==> src/hdl/hse_pkg.sv <==
// Shared types and constants for the heap sort engine.
// No dependencies; used by every module of the block.
`timescale 1ns / 1ps

package hse_pkg;

    localparam int DATA_WIDTH = 32;
    localparam int DEPTH_DEF  = 16;

    typedef struct packed {
        logic signed [DATA_WIDTH-1:0] element;
        logic                         last_in;
    } t_in_word;

    typedef struct packed {
        logic signed [DATA_WIDTH-1:0] sorted_value;
        logic                         last_out;
        logic                         overflowed;
    } t_out_word;

    typedef enum logic [3:0] {
        ST_IDLE,
        ST_PREP,
        ST_BUILD_FETCH,
        ST_BUILD_LOAD,
        ST_SIFT_RD,
        ST_SIFT_CMP,
        ST_EXTR_FETCH,
        ST_EXTR_LOAD,
        ST_EMIT
    } t_state;

    typedef enum logic [1:0] {
        RD_CHILD,
        RD_BUILD,
        RD_EXTR,
        RD_EMIT
    } t_rd_sel;

    typedef struct packed {
        logic    accept;
        logic    init_build;
        logic    build_fetch;
        logic    build_load;
        logic    next_build;
        logic    init_extract;
        logic    extr_fetch;
        logic    extr_load;
        logic    sift_step;
        logic    init_emit;
        logic    emit;
        logic    clear;
        t_rd_sel rd_sel;
    } t_dp_cmd;

    typedef struct packed {
        logic sift_more;
        logic i_zero;
        logic i_lt2;
        logic emit_last;
    } t_dp_stat;

endpackage

==> src/hdl/hse_ctrl.sv <==
// Sequencer for the heap sort engine: load, heap build, extract and emit phases.
// Depends on hse_pkg; drives hse_datapath through command and status structs.
`timescale 1ns / 1ps

module hse_ctrl (
    input  logic               i_clk,
    input  logic               i_rst_n,
    input  logic               i_start,
    input  logic               i_last_in,
    input  hse_pkg::t_dp_stat  i_stat,
    output hse_pkg::t_dp_cmd   o_cmd,
    output logic               o_busy
);

    hse_pkg::t_state r_state, n_state;
    logic            r_phase, n_phase;

    always_ff @(posedge i_clk) begin
        if (!i_rst_n) begin
            r_state <= hse_pkg::ST_IDLE;
            r_phase <= 1'b0;
        end else begin
            r_state <= n_state;
            r_phase <= n_phase;
        end
    end

    always_comb begin
        n_state      = r_state;
        n_phase      = r_phase;
        o_cmd        = '0;
        o_cmd.rd_sel = hse_pkg::RD_CHILD;
        o_busy       = 1'b1;
        case (r_state)
            hse_pkg::ST_IDLE: begin
                o_busy  = 1'b0;
                n_phase = 1'b0;
                if (i_start) begin
                    o_cmd.accept = 1'b1;
                    if (i_last_in) begin
                        n_state = hse_pkg::ST_PREP;
                    end
                end
            end
            hse_pkg::ST_PREP: begin
                o_cmd.init_build = 1'b1;
                n_state          = hse_pkg::ST_BUILD_FETCH;
            end
            hse_pkg::ST_BUILD_FETCH: begin
                o_cmd.build_fetch = 1'b1;
                o_cmd.rd_sel      = hse_pkg::RD_BUILD;
                n_state           = hse_pkg::ST_BUILD_LOAD;
            end
            hse_pkg::ST_BUILD_LOAD: begin
                o_cmd.build_load = 1'b1;
                n_state          = hse_pkg::ST_SIFT_CMP;
            end
            hse_pkg::ST_SIFT_RD: begin
                n_state = hse_pkg::ST_SIFT_CMP;
            end
            hse_pkg::ST_SIFT_CMP: begin
                o_cmd.sift_step = 1'b1;
                if (i_stat.sift_more) begin
                    n_state = hse_pkg::ST_SIFT_RD;
                end else if (r_phase) begin
                    n_state = hse_pkg::ST_EXTR_FETCH;
                end else if (i_stat.i_zero) begin
                    o_cmd.init_extract = 1'b1;
                    n_phase            = 1'b1;
                    n_state            = hse_pkg::ST_EXTR_FETCH;
                end else begin
                    o_cmd.next_build = 1'b1;
                    n_state          = hse_pkg::ST_BUILD_FETCH;
                end
            end
            hse_pkg::ST_EXTR_FETCH: begin
                if (i_stat.i_lt2) begin
                    o_cmd.init_emit = 1'b1;
                    n_state         = hse_pkg::ST_EMIT;
                end else begin
                    o_cmd.extr_fetch = 1'b1;
                    o_cmd.rd_sel     = hse_pkg::RD_EXTR;
                    n_state          = hse_pkg::ST_EXTR_LOAD;
                end
            end
            hse_pkg::ST_EXTR_LOAD: begin
                o_cmd.extr_load = 1'b1;
                n_state         = hse_pkg::ST_SIFT_CMP;
            end
            hse_pkg::ST_EMIT: begin
                o_cmd.emit   = 1'b1;
                o_cmd.rd_sel = hse_pkg::RD_EMIT;
                if (i_stat.emit_last) begin
                    o_cmd.clear = 1'b1;
                    n_phase     = 1'b0;
                    n_state     = hse_pkg::ST_IDLE;
                end
            end
            default: begin
                n_state = hse_pkg::ST_IDLE;
            end
        endcase
    end

endmodule

==> src/hdl/hse_datapath.sv <==
// Datapath of the heap sort engine: value store, counters and sift compare unit.
// Depends on hse_pkg; commanded by hse_ctrl.
`timescale 1ns / 1ps

module hse_datapath #(
    parameter int DEPTH = hse_pkg::DEPTH_DEF
) (
    input  logic               i_clk,
    input  logic               i_rst_n,
    input  hse_pkg::t_dp_cmd   i_cmd,
    input  hse_pkg::t_in_word  i_item,
    output hse_pkg::t_dp_stat  o_stat,
    output logic               o_strobe,
    output hse_pkg::t_out_word o_result
);

    localparam int AW = $clog2(DEPTH);
    localparam int CW = $clog2(DEPTH + 1);
    localparam int XW = AW + 2;
    localparam int DW = hse_pkg::DATA_WIDTH;
    localparam logic [CW-1:0] DEPTH_C = CW'(DEPTH);

    logic signed [DW-1:0] r_mem [DEPTH];
    logic signed [DW-1:0] r_rd_a, r_rd_b;

    logic [CW-1:0]        r_cnt, n_cnt;
    logic                 r_ovf, n_ovf;
    logic [CW-1:0]        r_i, n_i;
    logic [CW-1:0]        r_len, n_len;
    logic [AW-1:0]        r_node, n_node;
    logic signed [DW-1:0] r_val, n_val;
    logic                 r_emit_v, n_emit_v;
    logic                 r_emit_last, n_emit_last;
    logic                 r_emit_ovf, n_emit_ovf;

    logic                 we;
    logic [AW-1:0]        waddr;
    logic signed [DW-1:0] wdata;
    logic [AW-1:0]        addr_a, addr_b;

    logic [XW-1:0]        node_x, child_l, child_r, len_x;
    logic [CW-1:0]        i_dec;
    logic                 l_ok, r_ok, big_l, big_r;
    logic signed [DW-1:0] big_lv, sift_val;
    logic [AW-1:0]        sift_node;

    assign node_x  = XW'(r_node);
    assign child_l = (node_x << 1) + XW'(1);
    assign child_r = (node_x << 1) + XW'(2);
    assign len_x   = XW'(r_len);
    assign i_dec   = r_i - 1'b1;

    assign l_ok      = child_l < len_x;
    assign r_ok      = child_r < len_x;
    assign big_l     = l_ok && (r_rd_a > r_val);
    assign big_lv    = big_l ? r_rd_a : r_val;
    assign big_r     = r_ok && (r_rd_b > big_lv);
    assign sift_val  = big_r ? r_rd_b : big_lv;
    assign sift_node = big_r ? child_r[AW-1:0] : child_l[AW-1:0];

    always_comb begin
        addr_a = child_l[AW-1:0];
        addr_b = child_r[AW-1:0];
        case (i_cmd.rd_sel)
            hse_pkg::RD_CHILD: begin
                addr_a = child_l[AW-1:0];
                addr_b = child_r[AW-1:0];
            end
            hse_pkg::RD_BUILD: begin
                addr_a = r_i[AW-1:0];
            end
            hse_pkg::RD_EXTR: begin
                addr_a = i_dec[AW-1:0];
                addr_b = '0;
            end
            hse_pkg::RD_EMIT: begin
                addr_a = r_i[AW-1:0];
            end
            default: begin
                addr_a = child_l[AW-1:0];
            end
        endcase
    end

    always_comb begin
        n_cnt       = r_cnt;
        n_ovf       = r_ovf;
        n_i         = r_i;
        n_len       = r_len;
        n_node      = r_node;
        n_val       = r_val;
        n_emit_v    = 1'b0;
        n_emit_last = r_emit_last;
        n_emit_ovf  = r_emit_ovf;
        we          = 1'b0;
        waddr       = r_node;
        wdata       = sift_val;
        if (i_cmd.accept) begin
            if (r_cnt < DEPTH_C) begin
                we    = 1'b1;
                waddr = r_cnt[AW-1:0];
                wdata = i_item.element;
                n_cnt = r_cnt + 1'b1;
            end else begin
                n_ovf = 1'b1;
            end
        end
        if (i_cmd.init_build) begin
            n_i   = r_cnt >> 1;
            n_len = r_cnt;
        end
        if (i_cmd.build_fetch) begin
            n_node = r_i[AW-1:0];
        end
        if (i_cmd.build_load) begin
            n_val = r_rd_a;
        end
        if (i_cmd.next_build) begin
            n_i = i_dec;
        end
        if (i_cmd.init_extract) begin
            n_i = r_cnt;
        end
        if (i_cmd.extr_fetch) begin
            n_node = '0;
            n_len  = i_dec;
        end
        if (i_cmd.extr_load) begin
            n_val = r_rd_a;
            we    = 1'b1;
            waddr = i_dec[AW-1:0];
            wdata = r_rd_b;
            n_i   = i_dec;
        end
        if (i_cmd.sift_step) begin
            we    = 1'b1;
            waddr = r_node;
            wdata = sift_val;
            if (big_l || big_r) begin
                n_node = sift_node;
            end
        end
        if (i_cmd.init_emit) begin
            n_i = '0;
        end
        if (i_cmd.emit) begin
            n_emit_v    = 1'b1;
            n_emit_last = o_stat.emit_last;
            n_emit_ovf  = r_ovf;
            n_i         = r_i + 1'b1;
        end
        if (i_cmd.clear) begin
            n_cnt = '0;
            n_ovf = 1'b0;
        end
    end

    always_ff @(posedge i_clk) begin
        if (we) begin
            r_mem[waddr] <= wdata;
        end
        r_rd_a <= r_mem[addr_a];
        r_rd_b <= r_mem[addr_b];
    end

    always_ff @(posedge i_clk) begin
        if (!i_rst_n) begin
            r_cnt    <= '0;
            r_ovf    <= 1'b0;
            r_emit_v <= 1'b0;
        end else begin
            r_cnt    <= n_cnt;
            r_ovf    <= n_ovf;
            r_emit_v <= n_emit_v;
        end
    end

    always_ff @(posedge i_clk) begin
        r_i         <= n_i;
        r_len       <= n_len;
        r_node      <= n_node;
        r_val       <= n_val;
        r_emit_last <= n_emit_last;
        r_emit_ovf  <= n_emit_ovf;
    end

    always_comb begin
        o_stat.sift_more = big_l || big_r;
        o_stat.i_zero    = (r_i == '0);
        o_stat.i_lt2     = (r_i < CW'(2));
        o_stat.emit_last = (r_i == (r_cnt - 1'b1));
    end

    assign o_strobe = r_emit_v;

    always_comb begin
        o_result.sorted_value = r_rd_a;
        o_result.last_out     = r_emit_last;
        o_result.overflowed   = r_emit_ovf;
    end

endmodule

==> src/hdl/heap_sort_engine.sv <==
// Top level of the heap sort engine: controller plus datapath.
// Depends on hse_pkg, hse_ctrl and hse_datapath.
//
// Usage: drive i_item and raise start; a word is taken at a clock edge where start
// is high and busy is low. Words without last_in are stored and busy stays low.
// The word with last_in closes the set; busy then rises while the set is
// heap-sorted in a single-port-write store with two registered read ports.
// Each sift runs through fetch, load and compare states, plus a child read and a
// compare with write back per level moved; all sifts share the one compare unit.
// Results come out in ascending order, one per cycle on consecutive cycles, each
// marked by o_strobe for exactly one cycle; the receiver cannot stall, so it must
// take every word as it appears. The largest value carries last_out, and every
// result of a set carries overflowed if words were dropped for lack of room.
// busy falls in the cycle that shows the last result, and the next set may begin
// there. Reset clears the fill count, the overflow flag and the sequencer; the
// store itself is not cleared.
`timescale 1ns / 1ps

module heap_sort_engine #(
    parameter int DEPTH = hse_pkg::DEPTH_DEF
) (
    input  logic               i_clk,
    input  logic               i_rst_n,
    input  logic               start,
    input  hse_pkg::t_in_word  i_item,
    output logic               busy,
    output logic               o_strobe,
    output hse_pkg::t_out_word o_result
);

    hse_pkg::t_dp_cmd  cmd;
    hse_pkg::t_dp_stat stat;

    hse_ctrl u_ctrl (
        .i_clk     (i_clk),
        .i_rst_n   (i_rst_n),
        .i_start   (start),
        .i_last_in (i_item.last_in),
        .i_stat    (stat),
        .o_cmd     (cmd),
        .o_busy    (busy)
    );

    hse_datapath #(
        .DEPTH (DEPTH)
    ) u_dp (
        .i_clk    (i_clk),
        .i_rst_n  (i_rst_n),
        .i_cmd    (cmd),
        .i_item   (i_item),
        .o_stat   (stat),
        .o_strobe (o_strobe),
        .o_result (o_result)
    );

endmodule

==> config.mk <==
export PLATFORM = sky130hd
export DESIGN_NAME = heap_sort_engine
export DESIGN_NICKNAME = d
export VERILOG_FILES = /design/src/hdl/hse_pkg.sv /design/src/hdl/hse_ctrl.sv /design/src/hdl/hse_datapath.sv /design/src/hdl/heap_sort_engine.sv
export SDC_FILE = /design/constraint.sdc
export NUM_CORES = 1
export LEC_CHECK = 0
export ABC_CLOCK_PERIOD_IN_PS = 11450
export BUFFER_PORTS_ARGS = -buffer_cell sky130_fd_sc_hd__buf_2
export CAP_MARGIN = 20
export CORE_UTILIZATION = 52
export DETAILED_ROUTE_END_ITERATION = 16
export GPL_TIMING_DRIVEN = 0
export PLACE_DENSITY = 0.7
export SYNTH_ARGS = -nofsm -noshare
export SYNTH_HDL_FRONTEND = slang
export SYNTH_SLANG_ARGS = --single-unit
==> constraint.sdc <==
create_clock -name i_clk -period 11.45 [get_ports i_clk]
set_input_delay 2.29 -clock i_clk [delete_from_list [all_inputs] [get_ports i_clk]]
set_output_delay 2.29 -clock i_clk [all_outputs]
set_load 0.01 [all_outputs]
==> Word level (Yosys, flattened, before mapping) <==
Memory sizes are Yosys's and may differ from the RTL's. A register that Yosys moved wholly into a read port is not among the register bits.
Index checks and enable logic that the tools add are counted.
{ "word_totals": {"ff_bits": 60, "latchBits": 0, "mem_bits_rw": 512, "romBits": 0, "input_bits": 36, "out_inout_bits": 36, "mem_count": 1} }
{ "memory_table": {"columns": ["memory", "depth", "word_bits", "rd", "rd_clocked_by_memory_dff", "wr", "line", "rtl"], "rows": [
  ["u_dp.r_mem", 16, 32, 2, 2, 1, "hse_datapath.sv:23", "logic signed [DW-1:0] r_mem [DEPTH];"]
]} }
{ "op_classes": {"n_addsub": 6, "n_mul": 0, "div": 0, "order_cmp": 6, "n_eq_ne": 16, "shift": 0, "muxes": 67, "bitwise": 2, "n_reduce_logical": 17} }
{ "ops": {"columns": ["op", "count"], "rows": [
  ["two-way mux 32 bit", 8],
  ["> comparator 32 bit", 2],
  ["two-way mux 4 bit", 15],
  ["two-way mux 5 bit", 8],
  ["case mux 4 bit (7 select lines)", 1],
  ["two-way mux 1 bit", 25],
  ["equality test 4 x 3 -> 1 bit (second input constant)", 4],
  ["less-than comparator 6 x 5 -> 1 bit", 2],
  ["case mux 4 bit (3 select lines)", 1],
  ["adder 5 x 1 -> 5 bit (second input constant)", 2],
  ["two-way mux 2 bit", 5],
  ["subtractor 5 x 1 -> 5 bit (second input constant)", 2],
  ["equality test 4 x 2 -> 1 bit (second input constant)", 2],
  ["!= test 2 bit (second input constant)", 4],
  ["adder 5 x 1 -> 6 bit (second input constant)", 1],
  ["adder 5 x 2 -> 6 bit (second input constant)", 1],
  ["two-way mux 3 bit", 2],
  ["case mux 2 bit (3 select lines)", 1],
  ["AND reduction 3 bit", 2],
  ["nonzero test 6 bit", 1],
  ["equality test 5 bit", 1],
  ["logical NOT 5 bit", 1],
  ["less-than comparator 5 x 2 -> 1 bit (second input constant)", 1],
  ["less-than comparator 5 bit (second input constant)", 1],
  ["other kinds (15)", 21]
]} }

==> Logic depth before layout (Yosys ltp) <==
Gate-level depths: netlist (run 1).
{ "depth": {"depth_word": 14, "ltp_mapped": 24, "depth_no_buf": 19} }

==> Hierarchy <==
Synthesis (run 1) repeated with hierarchy kept, for this count alone.
{ "unflattened": {"hier_cells": 2351, "area_unflattened_um2": 29293.1} }
{ "by_module_without_submodules": {"columns": ["mod", "instances", "cells_per_inst", "area_each_um2", "seq_area_each_um2"], "rows": [
  ["hse_datapath", 1, 2299, 28899.0, 18197.5],
  ["hse_ctrl", 1, 52, 394.1, 100.1]
]} }

==> Least setup slack after synthesis (run 1) <==
OpenSTA, ideal clock, no wires.
{ "synth_timing": {"path_type": "reg2reg", "start": "register u_dp.r_node[0]", "end": "memory u_dp.r_mem[0][10] (netlist bit) (data pin)", "setup_ps": 291, "arrival_time_ps": 5172, "slack_ps": 5987, "path_stages_with_launch": 24, "cell_sequence": "dfxtp_1 > clkbuf_1 > inv_2 > buf_1 > ha_1 > nor2b_1 > o21ai_0 > nand2b_1 > a21oi_1 > nand2_1 > a211oi_1 > clkbuf_1 > buf_2 > mux2i_1 > ha_1 > a211oi_1 > o22ai_1 > a211o_1 > nor4_1 > o211ai_1 > a31oi_1 > clkbuf_1 > o22ai_1 > a21oi_1"} }
{ "synth_via": {"elab_chain_len": 11} }
{ "synth_rtl": {"columns": ["item", "line", "rtl"], "rows": [
  ["from (decl)", "hse_datapath.sv:30", "logic [AW-1:0] r_node, n_node;"],
  ["from (signal assigned)", "hse_datapath.sv:181", "r_node <= n_node;"],
  ["adder 5 x 1 -> 6 bit", "hse_datapath.sv:48", "assign child_l = (node_x << 1) + XW'(1);"],
  ["less-than comparator 6 x 5 -> 1 bit", "hse_datapath.sv:53", "assign l_ok = child_l < len_x;"],
  ["logical AND 1 bit", "hse_datapath.sv:55", "assign big_l = l_ok && (r_rd_a > r_val);"],
  ["two-way mux 32 bit", "hse_datapath.sv:56", "assign big_lv = big_l ? r_rd_a : r_val;"],
  ["> comparator 32 bit", "hse_datapath.sv:57", "assign big_r = r_ok && (r_rd_b > big_lv);"],
  ["logical AND 1 bit", "hse_datapath.sv:57", null],
  ["two-way mux 32 bit (*)", "hse_datapath.sv:58", "assign sift_val = big_r ? r_rd_b : big_lv;"],
  ["two-way mux 32 bit", "hse_datapath.sv:99", "if (r_cnt < DEPTH_C) begin"],
  ["two-way mux 32 bit", "hse_datapath.sv:98", "if (i_cmd.accept) begin"],
  ["two-way mux 32 bit", "hse_datapath.sv:128", "if (i_cmd.extr_load) begin"],
  ["two-way mux 32 bit (*)", "hse_datapath.sv:135", "if (i_cmd.sift_step) begin"],
  ["via u_dp.wdata[10]", "hse_datapath.sv:38", "logic signed [DW-1:0] wdata;"],
  ["to (decl)", "hse_datapath.sv:23", null]
]} }
Mark *: on every way through the listed nets, which the timed path passes. The rest lies on a longest branch.

==> Final worst setup path (run 1) <==
{ "layout_timing": {"start": "register u_dp.r_rd_a[17], read port of u_dp.r_mem", "end": "memory u_dp.r_mem[0][23] (netlist bit) (data pin)"} }
{ "layout_via": {"elab_chain_len": 10} }
{ "layout_rtl": {"columns": ["item", "line", "rtl"], "rows": [
  ["from (decl)", "hse_datapath.sv:24", "logic signed [DW-1:0] r_rd_a, r_rd_b;"],
  ["> comparator 32 bit", "hse_datapath.sv:55", null],
  ["logical AND 1 bit", "hse_datapath.sv:55", null],
  ["two-way mux 32 bit (*)", "hse_datapath.sv:56", null],
  ["> comparator 32 bit", "hse_datapath.sv:57", null],
  ["logical AND 1 bit", "hse_datapath.sv:57", null],
  ["two-way mux 32 bit (*)", "hse_datapath.sv:58", null],
  ["two-way mux 32 bit", "hse_datapath.sv:99", null],
  ["two-way mux 32 bit", "hse_datapath.sv:98", null],
  ["two-way mux 32 bit", "hse_datapath.sv:128", null],
  ["two-way mux 32 bit (*)", "hse_datapath.sv:135", null],
  ["via u_dp.wdata[23]", "hse_datapath.sv:38", null]
]} }
Marks and branches as above.

==> results.yml, run 1 <==
placement:
  dp_hpwl_mm: 64.5
  place_inst: 3434
  port_buffers: 71
  place_area_um2: 30900
  gp_congestion: 0.911
cells_and_area:
  regArea_um2: 18300
  final_common_cell: "nand2_1"
  final_area_um2: 33300
  layout-drive-gt1-share_pct: 12.3
  fillers: 4385
  final_cells: 3589
  final_util_pct: 60.3
  multi_input_area_um2: 9860
  layout.nets: 2897
  final_cell_mix: "759 x nand2_1, 556 x edfxtp_1, 299 x nand3_1, 114 x buf_2, 110 x clkbuf_1"
  syn_to_final_growth_pct: 14.4
critical_path:
  crit_path_start_kind: "register"
  crit_arrival_ns: 9.56
  worstSetupEndpointType: "register"
  critical_path_required_ns: 11.70
  crit_fanout: 16
  crit_type: "register to register"
timing:
  rsz0062_at_grt: "no"
  max_freq_ghz: 0.107
  fin_crit_sh_pct: 81.3
  whs_ns: 0.441
  fin_crit_ns: 9.31
  slew_violations: 0
  hold_violations: 0
  skew_ns: 0.0285
  tightest_slew_ns: 1.23
  tns_ns: 0
  setup_viol_count_final: 0
  slew-limit-headroom_pct: 17.7
detailed_routing:
  dr_wl_met2_mm: 42.8
  wl_per_cell_um: 26.5
  top_layer: "met4"
  wl_met3_mm: 11.7
  drc: 0
  firstDrtPassIters: 9
  via_per_inst: 6.35
  met1_length_mm: 35.9
  drt_wl_total_mm: 95.1
  postRouteAntennaNets: 0
  num_vias: 22796
  drt-initial-drc-count: 2964
clock_tree:
  cts_sinks: 636
  cts_buffers: 69
  cts_resized: 0
  clockBufferDepth: 3
  ctsHoldBuffers: 0
  cts_setup_buffers: 0
  root_buffer: "clkbuf_16"
  clkTransAtPathRegs_ns: 0.06
  cts_tree: "built"
  worst_skew_pair.late_latency_ns: 0.62
  cts_max_level: 3
logic_synthesis:
  yosys_most_used_dff: "edfxtp_1"
  post_synth.cell_area_avg_um2: 11.2
  ys_warn_count: 0
  yosysTopAreaCell: "edfxtp_1"
  ys_top_cells_by_area: "edfxtp_1 57%, nand2_1 9.8%, dfxtp_1 5.5%, nand3_1 5.1%, ha_1 3.3%"
  synthArstFlopShare_pct: 0
  ys_seq_area_share_pct: 62.9
  synth-edff-count: 556
  ys_types: 72
  ys_seq_elements: 636
  synth_top_area_share_pct: 57.4
  syn-cell-area_um2: 29100
  syn_inst: 2594
  synth_nets: 2707
die:
  rows: 86
  dieHeight_um: 239
  core_um2: 55200
  die_area_um2: 56900
  start_util_pct: 52.7
  ios: 72
  die_x_um: 239
grt:
  grt_pass1_wl_mm: 140
  antenna_found_initial: 0
  grt_pass1_vias: 22176
  overflow: 0
  grt_max_degree: 23
  grt_usage_pct: 33.7
status:
  outcome: "finished clean"
min_path:
  hold_class: "register to register"
power:
  peakVddDrop_mv: 0.198
  p_per_area_nw_per_um2: 321
  total_leakage_power_nw: 12.3
job:
  cap_violations: 0
-- cell type report --
| type | count | share of cell area [%] |
|---|---|---|
| sequential | 636 | 55.0 |
| multi-input combinational | 1731 | 29.6 |
| clock buffer | 100 | 5.85 |
| timing repair buffer | 119 | 3.00 |
| tap | 748 | 2.81 |
| buffer | 177 | 2.62 |
| inverter | 50 | 0.564 |
| clock inverter | 27 | 0.553 |
| antenna | 1 | 0.00752 |
-- critical path, stage by stage, from the launching register on --
cell and delay [ns]:
dfxtp_1 0.38, ha_1 0.34, nand4_1 0.34, nor4_1 0.94, a2111oi_0 0.26, a211oi_1 0.37, clkbuf_1 0.53, buf_2 0.62
mux2i_1 0.25, ha_1 0.36, nand4_1 0.34, nor4_1 0.91, nand3_1 0.30, o2111a_1 0.28, a31oi_1 0.86, clkbuf_1 0.73
o22ai_1 0.18, a21oi_1 0.91
-- routing by layer --
layer	GRT usage (%)	vias up
li1	-	9850
met1	44.7	11066
met2	51.2	1589
met3	8.83	291
met4	17.2	0
met5	0	-
-- power breakdown --
| part | total [mW] | leakage (nW) | internal [mW] | switching, mW |
|---|---|---|---|---|
| registers | 3.74 | 5.67 | 3.56 | 0.178 |
| logic | 4.79 | 5.63 | 1.37 | 3.42 |
| clock network | 2.14 | 1.03 | 1.21 | 0.930 |
| total | 10.7 | 12.3 | 6.15 | 4.52 |
-- synth_stat cells (39+ instances only) --
cell / count
nand3_1: 299
a31oi_1: 39
ha_1: 77
buf_2: 42
o21ai_0: 84
nor2_1: 48
edfxtp_1: 556
clkbuf_1: 85
inv_1: 48
dfxtp_1: 80
a311oi_1: 64
nand2_1: 759
a21oi_1: 72
-- through the flow --
stage	setup WS [ns]	power, mW
finish	2.14	10.7
global route	1.96	11.1
detailed placement	1.99	8.27
floorplan	5.99	6.41
global placement	1.95	8.06
CTS	1.89	10.4
-- registers in the layout (all words and copies together), names as in the netlist --
| signal | count |
|---|---|
| u_dp.r_i | 5 |
| u_dp.r_node | 4 |
| u_dp.o_strobe | 1 |
| u_dp.r_emit_last | 1 |
| u_dp.r_rd_b | 32 |
| u_ctrl.r_state | 4 |
| u_dp.r_len | 5 |
| u_dp.r_rd_a | 32 |
| u_dp.r_cnt | 5 |
| u_dp.r_val | 32 |
| u_dp.r_emit_ovf | 1 |
| u_dp.r_mem | 512 |
| u_dp.r_ovf | 1 |
| u_ctrl.r_phase | 1 |
-- path summary, 6_finish.rpt --
path	from	slack, ns	depth (start not counted)	endpoint
setup / recovery	u_dp.r_rd_a[17]	2.14	17	u_dp.r_mem[0][23]
hold / removal	u_dp.r_ovf	0.44	0	u_dp.r_emit_ovf
setup reg to reg	u_dp.r_rd_a[17]	2.14	17	u_dp.r_mem[0][23]
hold reg to reg	u_dp.r_ovf	0.44	0	u_dp.r_emit_ovf
-- kinds of logic after synthesis --
group | count (synthesis) | share of synthesized area, %
AO/OA/AOI/OAI | 358 | 8.08
XOR/XNOR | 15 | 0.452
adder cells (fa/ha/maj) | 77 | 3.31
buffers and inverters | 227 | 3.64
flip-flops | 636 | 62.9
multiplexers | 65 | 3.61
AND/OR/NAND/NOR | 1216 | 18.0
No activity file was read; power rests on OpenSTA's default activity.
==> run 2, diff against run 1 <==
--- a/config.mk
+++ b/config.mk
@@ -5,7 +5,8 @@
 export SDC_FILE = /design/constraint.sdc
 export NUM_CORES = 1
 export LEC_CHECK = 0
-export ABC_CLOCK_PERIOD_IN_PS = 11450
+export ABC_AREA = 1
+export ABC_CLOCK_PERIOD_IN_PS = 8600
 export BUFFER_PORTS_ARGS = -buffer_cell sky130_fd_sc_hd__buf_2
 export CAP_MARGIN = 20
 export CORE_UTILIZATION = 52
==> constraint.sdc (replaced) <==
create_clock -name i_clk -period 8.6 [get_ports i_clk]
set_input_delay 1.72 -clock i_clk [delete_from_list [all_inputs] [get_ports i_clk]]
set_output_delay 1.72 -clock i_clk [all_outputs]
set_load 0.01 [all_outputs]
==> run 2 against run 1 <==
Compared with the run above:
- routed wire length rose by 15%
- sequential power rose by 28%
- hold slack got worse by 0.0063 ns
- critical path type unchanged
==> results.yml, run 2 <==
status:
  outcome: "finished clean"
grt:
  grt_max_degree: 25
  grt_pass1_vias: 24023
  overflow: 0
  grt_usage_pct: 36.6
  antenna_found_initial: 0
  grt_pass1_wl_mm: 156
die:
  core_um2: 56700
  dieHeight_um: 242
  die_x_um: 242
  ios: 72
  die_area_um2: 58700
  rows: 87
  start_util_pct: 52.9
critical_path:
  crit_family: "buffers and inverters"
  crit_arrival_ns: 8.71
  worstSetupEndpointType: "register"
  crit_type: "register to register"
  path_buf_inv: 10
  crit_slowest_cell: "nor3_1"
  crit_fanout: 11
  cpMostUsedCell: "nand3_1"
  crit_path_start_kind: "register"
  cp_slowest_stage_delay_ns: 0.62
  critical_path_required_ns: 8.95
logic_synthesis:
  ys_seq_elements: 636
  ys_seq_area_share_pct: 61.0
  post_synth.cell_area_avg_um2: 10.2
  synth_common_cells: "556 x edfxtp_1, 394 x inv_1, 379 x nand2_1"
  ys_top_cells_by_area: "edfxtp_1 56%, dfxtp_1 5.3%, inv_1 4.9%, nand2_1 4.7%, a21oi_1 4.1%"
  ys_warn_count: 0
  syn-cell-area_um2: 30000
  syn_inst: 2953
  synthArstFlopShare_pct: 0
  ys_types: 43
  yosysTopAreaCell: "edfxtp_1"
  yosys_most_used_dff: "edfxtp_1"
  yosysMostFrequentCell: "edfxtp_1"
  synth_top_area_share_pct: 55.6
  synth-edff-count: 556
  synth_nets: 3066
cells_and_area:
  final_cell_mix: "556 x edfxtp_1, 394 x inv_1, 379 x nand2_1, 243 x a21oi_1, 223 x nand3_1"
  syn_to_final_growth_pct: 14.5
  diodes: 0
  regArea_um2: 18300
  multi_input_area_um2: 9690
  layout-drive-gt1-share_pct: 11.5
  fillers: 4674
  final_common_cell: "edfxtp_1"
  layout.nets: 3235
  largest_reg_flops: 512
  final_area_um2: 34400
  top_register: "u_dp.r_mem"
  final_util_pct: 60.6
timing:
  rsz0062_at_grt: "no"
  fin_crit_ns: 8.36
  whs_ns: 0.435
  slew-limit-headroom_pct: 14.3
  skew_ns: 0.0235
  fin_ws_ns: 0.241
  slew_violations: 0
  tightest_slew_ns: 1.28
  max_freq_ghz: 0.120
  setup_viol_count_final: 0
  fin_crit_sh_pct: 97.2
  hold_violations: 0
  tns_ns: 0
detailed_routing:
  drt-initial-drc-count: 4107
  drc: 0
  postRouteAntennaNets: 0
  firstDrtPassIters: 7
  num_vias: 25001
  drt_wl_total_mm: 109
  via_per_inst: 6.36
  wl_per_cell_um: 27.7
placement:
  port_buffers: 71
  place_area_um2: 32200
  dp_hpwl_mm: 74.3
  gp_congestion: 0.964
  place_ws_ns: -0.0438
power:
  clkPwrFrac_pct: 20.9
  total_leakage_power_nw: 13.3
  combPwrFrac_pct: 45.2
  seqPwrFrac_pct: 34.0
  net-switching-power_mw: 6.20
  switching_share_pct: 44.2
  peakVddDrop_mv: 0.211
  p_int_mw: 7.83
  p_per_area_nw_per_um2: 408
clock_tree:
  worst_skew_pair.late_latency_ns: 0.62
  cts_buffers: 67
  cts_tree: "built"
  cts_max_level: 3
  clkTransAtPathRegs_ns: 0.06
  root_buffer: "clkbuf_16"
  cts_sinks: 636
  ctsHoldBuffers: 0
  clockBufferDepth: 3
job:
  cap_violations: 0
min_path:
  hold_class: "register to register"
## run 2: cell count changes after synthesis, moves of 64 or more
cell      change
a21oi_1     +171
a311oi_1     -64
inv_1       +346
nand2_1     -380
nand3_1      -76
nor2_1      +150
o211ai_1    +132
o21ai_0     +102
o21ai_1      +66
## run 2: layout make-up
class / instances / area share (%)
Tap cell: 756 / 2.75
Multi-Input combinational cell: 1729 / 28.2
Buffer: 184 / 2.46
Sequential cell: 636 / 53.3
Inverter: 404 / 4.43
Timing Repair Buffer: 100 / 2.58
Clock inverter: 27 / 0.874
Clock buffer: 94 / 5.44
## run 2: cells by family (layout without fill, tap and decap cells)
logic type               Yosys count  in the layout  synth area share [%]
AO/OA/AOI/OAI                    780            780                  15.6
XOR/XNOR                          10             10                 0.292
adder cells (fa/ha/maj)           77             77                  3.21
buffers and inverters            588            809                  7.86
flip-flops                       636            636                  61.0
AND/OR/NAND/NOR                  862            862                  12.1
## run 2: worst paths after layout
check                                     from                 end  slack, ns  cells past startpoint
worst max-delay path            u_dp.r_node[0]  u_dp.r_mem[13][13]       0.24                     26
worst min-delay path                u_dp.r_ovf     u_dp.r_emit_ovf       0.44                      0
worst max register to register  u_dp.r_node[0]  u_dp.r_mem[13][13]       0.24                     26
worst min register to register      u_dp.r_ovf     u_dp.r_emit_ovf       0.44                      0
## run 2: what timing repair did
item / in CTS / in global routing
endpoints found under the setup margin: 237 / 511
resized for setup: 2 / 4
setup buffers: 0 / 0
## run 2: per-stage QoR
step / std cells / total power [mW]
final: 3930 / 14.0
after global placement: 3780 / 10.4
after global routing: 3930 / 14.4
after floorplan: 2953 / 8.15
after detailed placement: 3808 / 10.8
after CTS: 3929 / 13.7
## run 2: power groups by stage
stage | clock, mW | sequential [mW] | combinational, mW
6_report | 2.93 | 4.77 | 6.34
2_1_floorplan | 0 | 4.78 | 3.37
4_1_cts | 2.92 | 4.75 | 6.05
3_5_place_dp | 0 | 4.82 | 6.03
5_1_grt | 3.02 | 4.80 | 6.63
3_3_place_gp | 0 | 4.84 | 5.60
## run 2: layer usage
metal  part of all wire [%]  up-vias  global-route usage, %
met5                      0        -                      0
met4                    6.3        0                   21.0
met3                     14      438                   10.9
met2                     43     2030                   55.2
met1                     36    11750                   47.1
li1                       -    10783                      -
## run 2: worst reg2reg max path, delay by kind of cell, from the launching register on
| kind | cells | cell delay [ns] |
|---|---|---|
| adder cells (fa/ha/maj) | 2 | 0.63 |
| buffers and inverters | 10 | 3.49 |
| flip-flops | 1 | 0.34 |
| AND/OR/NAND/NOR | 11 | 2.75 |
| AO/OA/AOI/OAI | 3 | 0.88 |
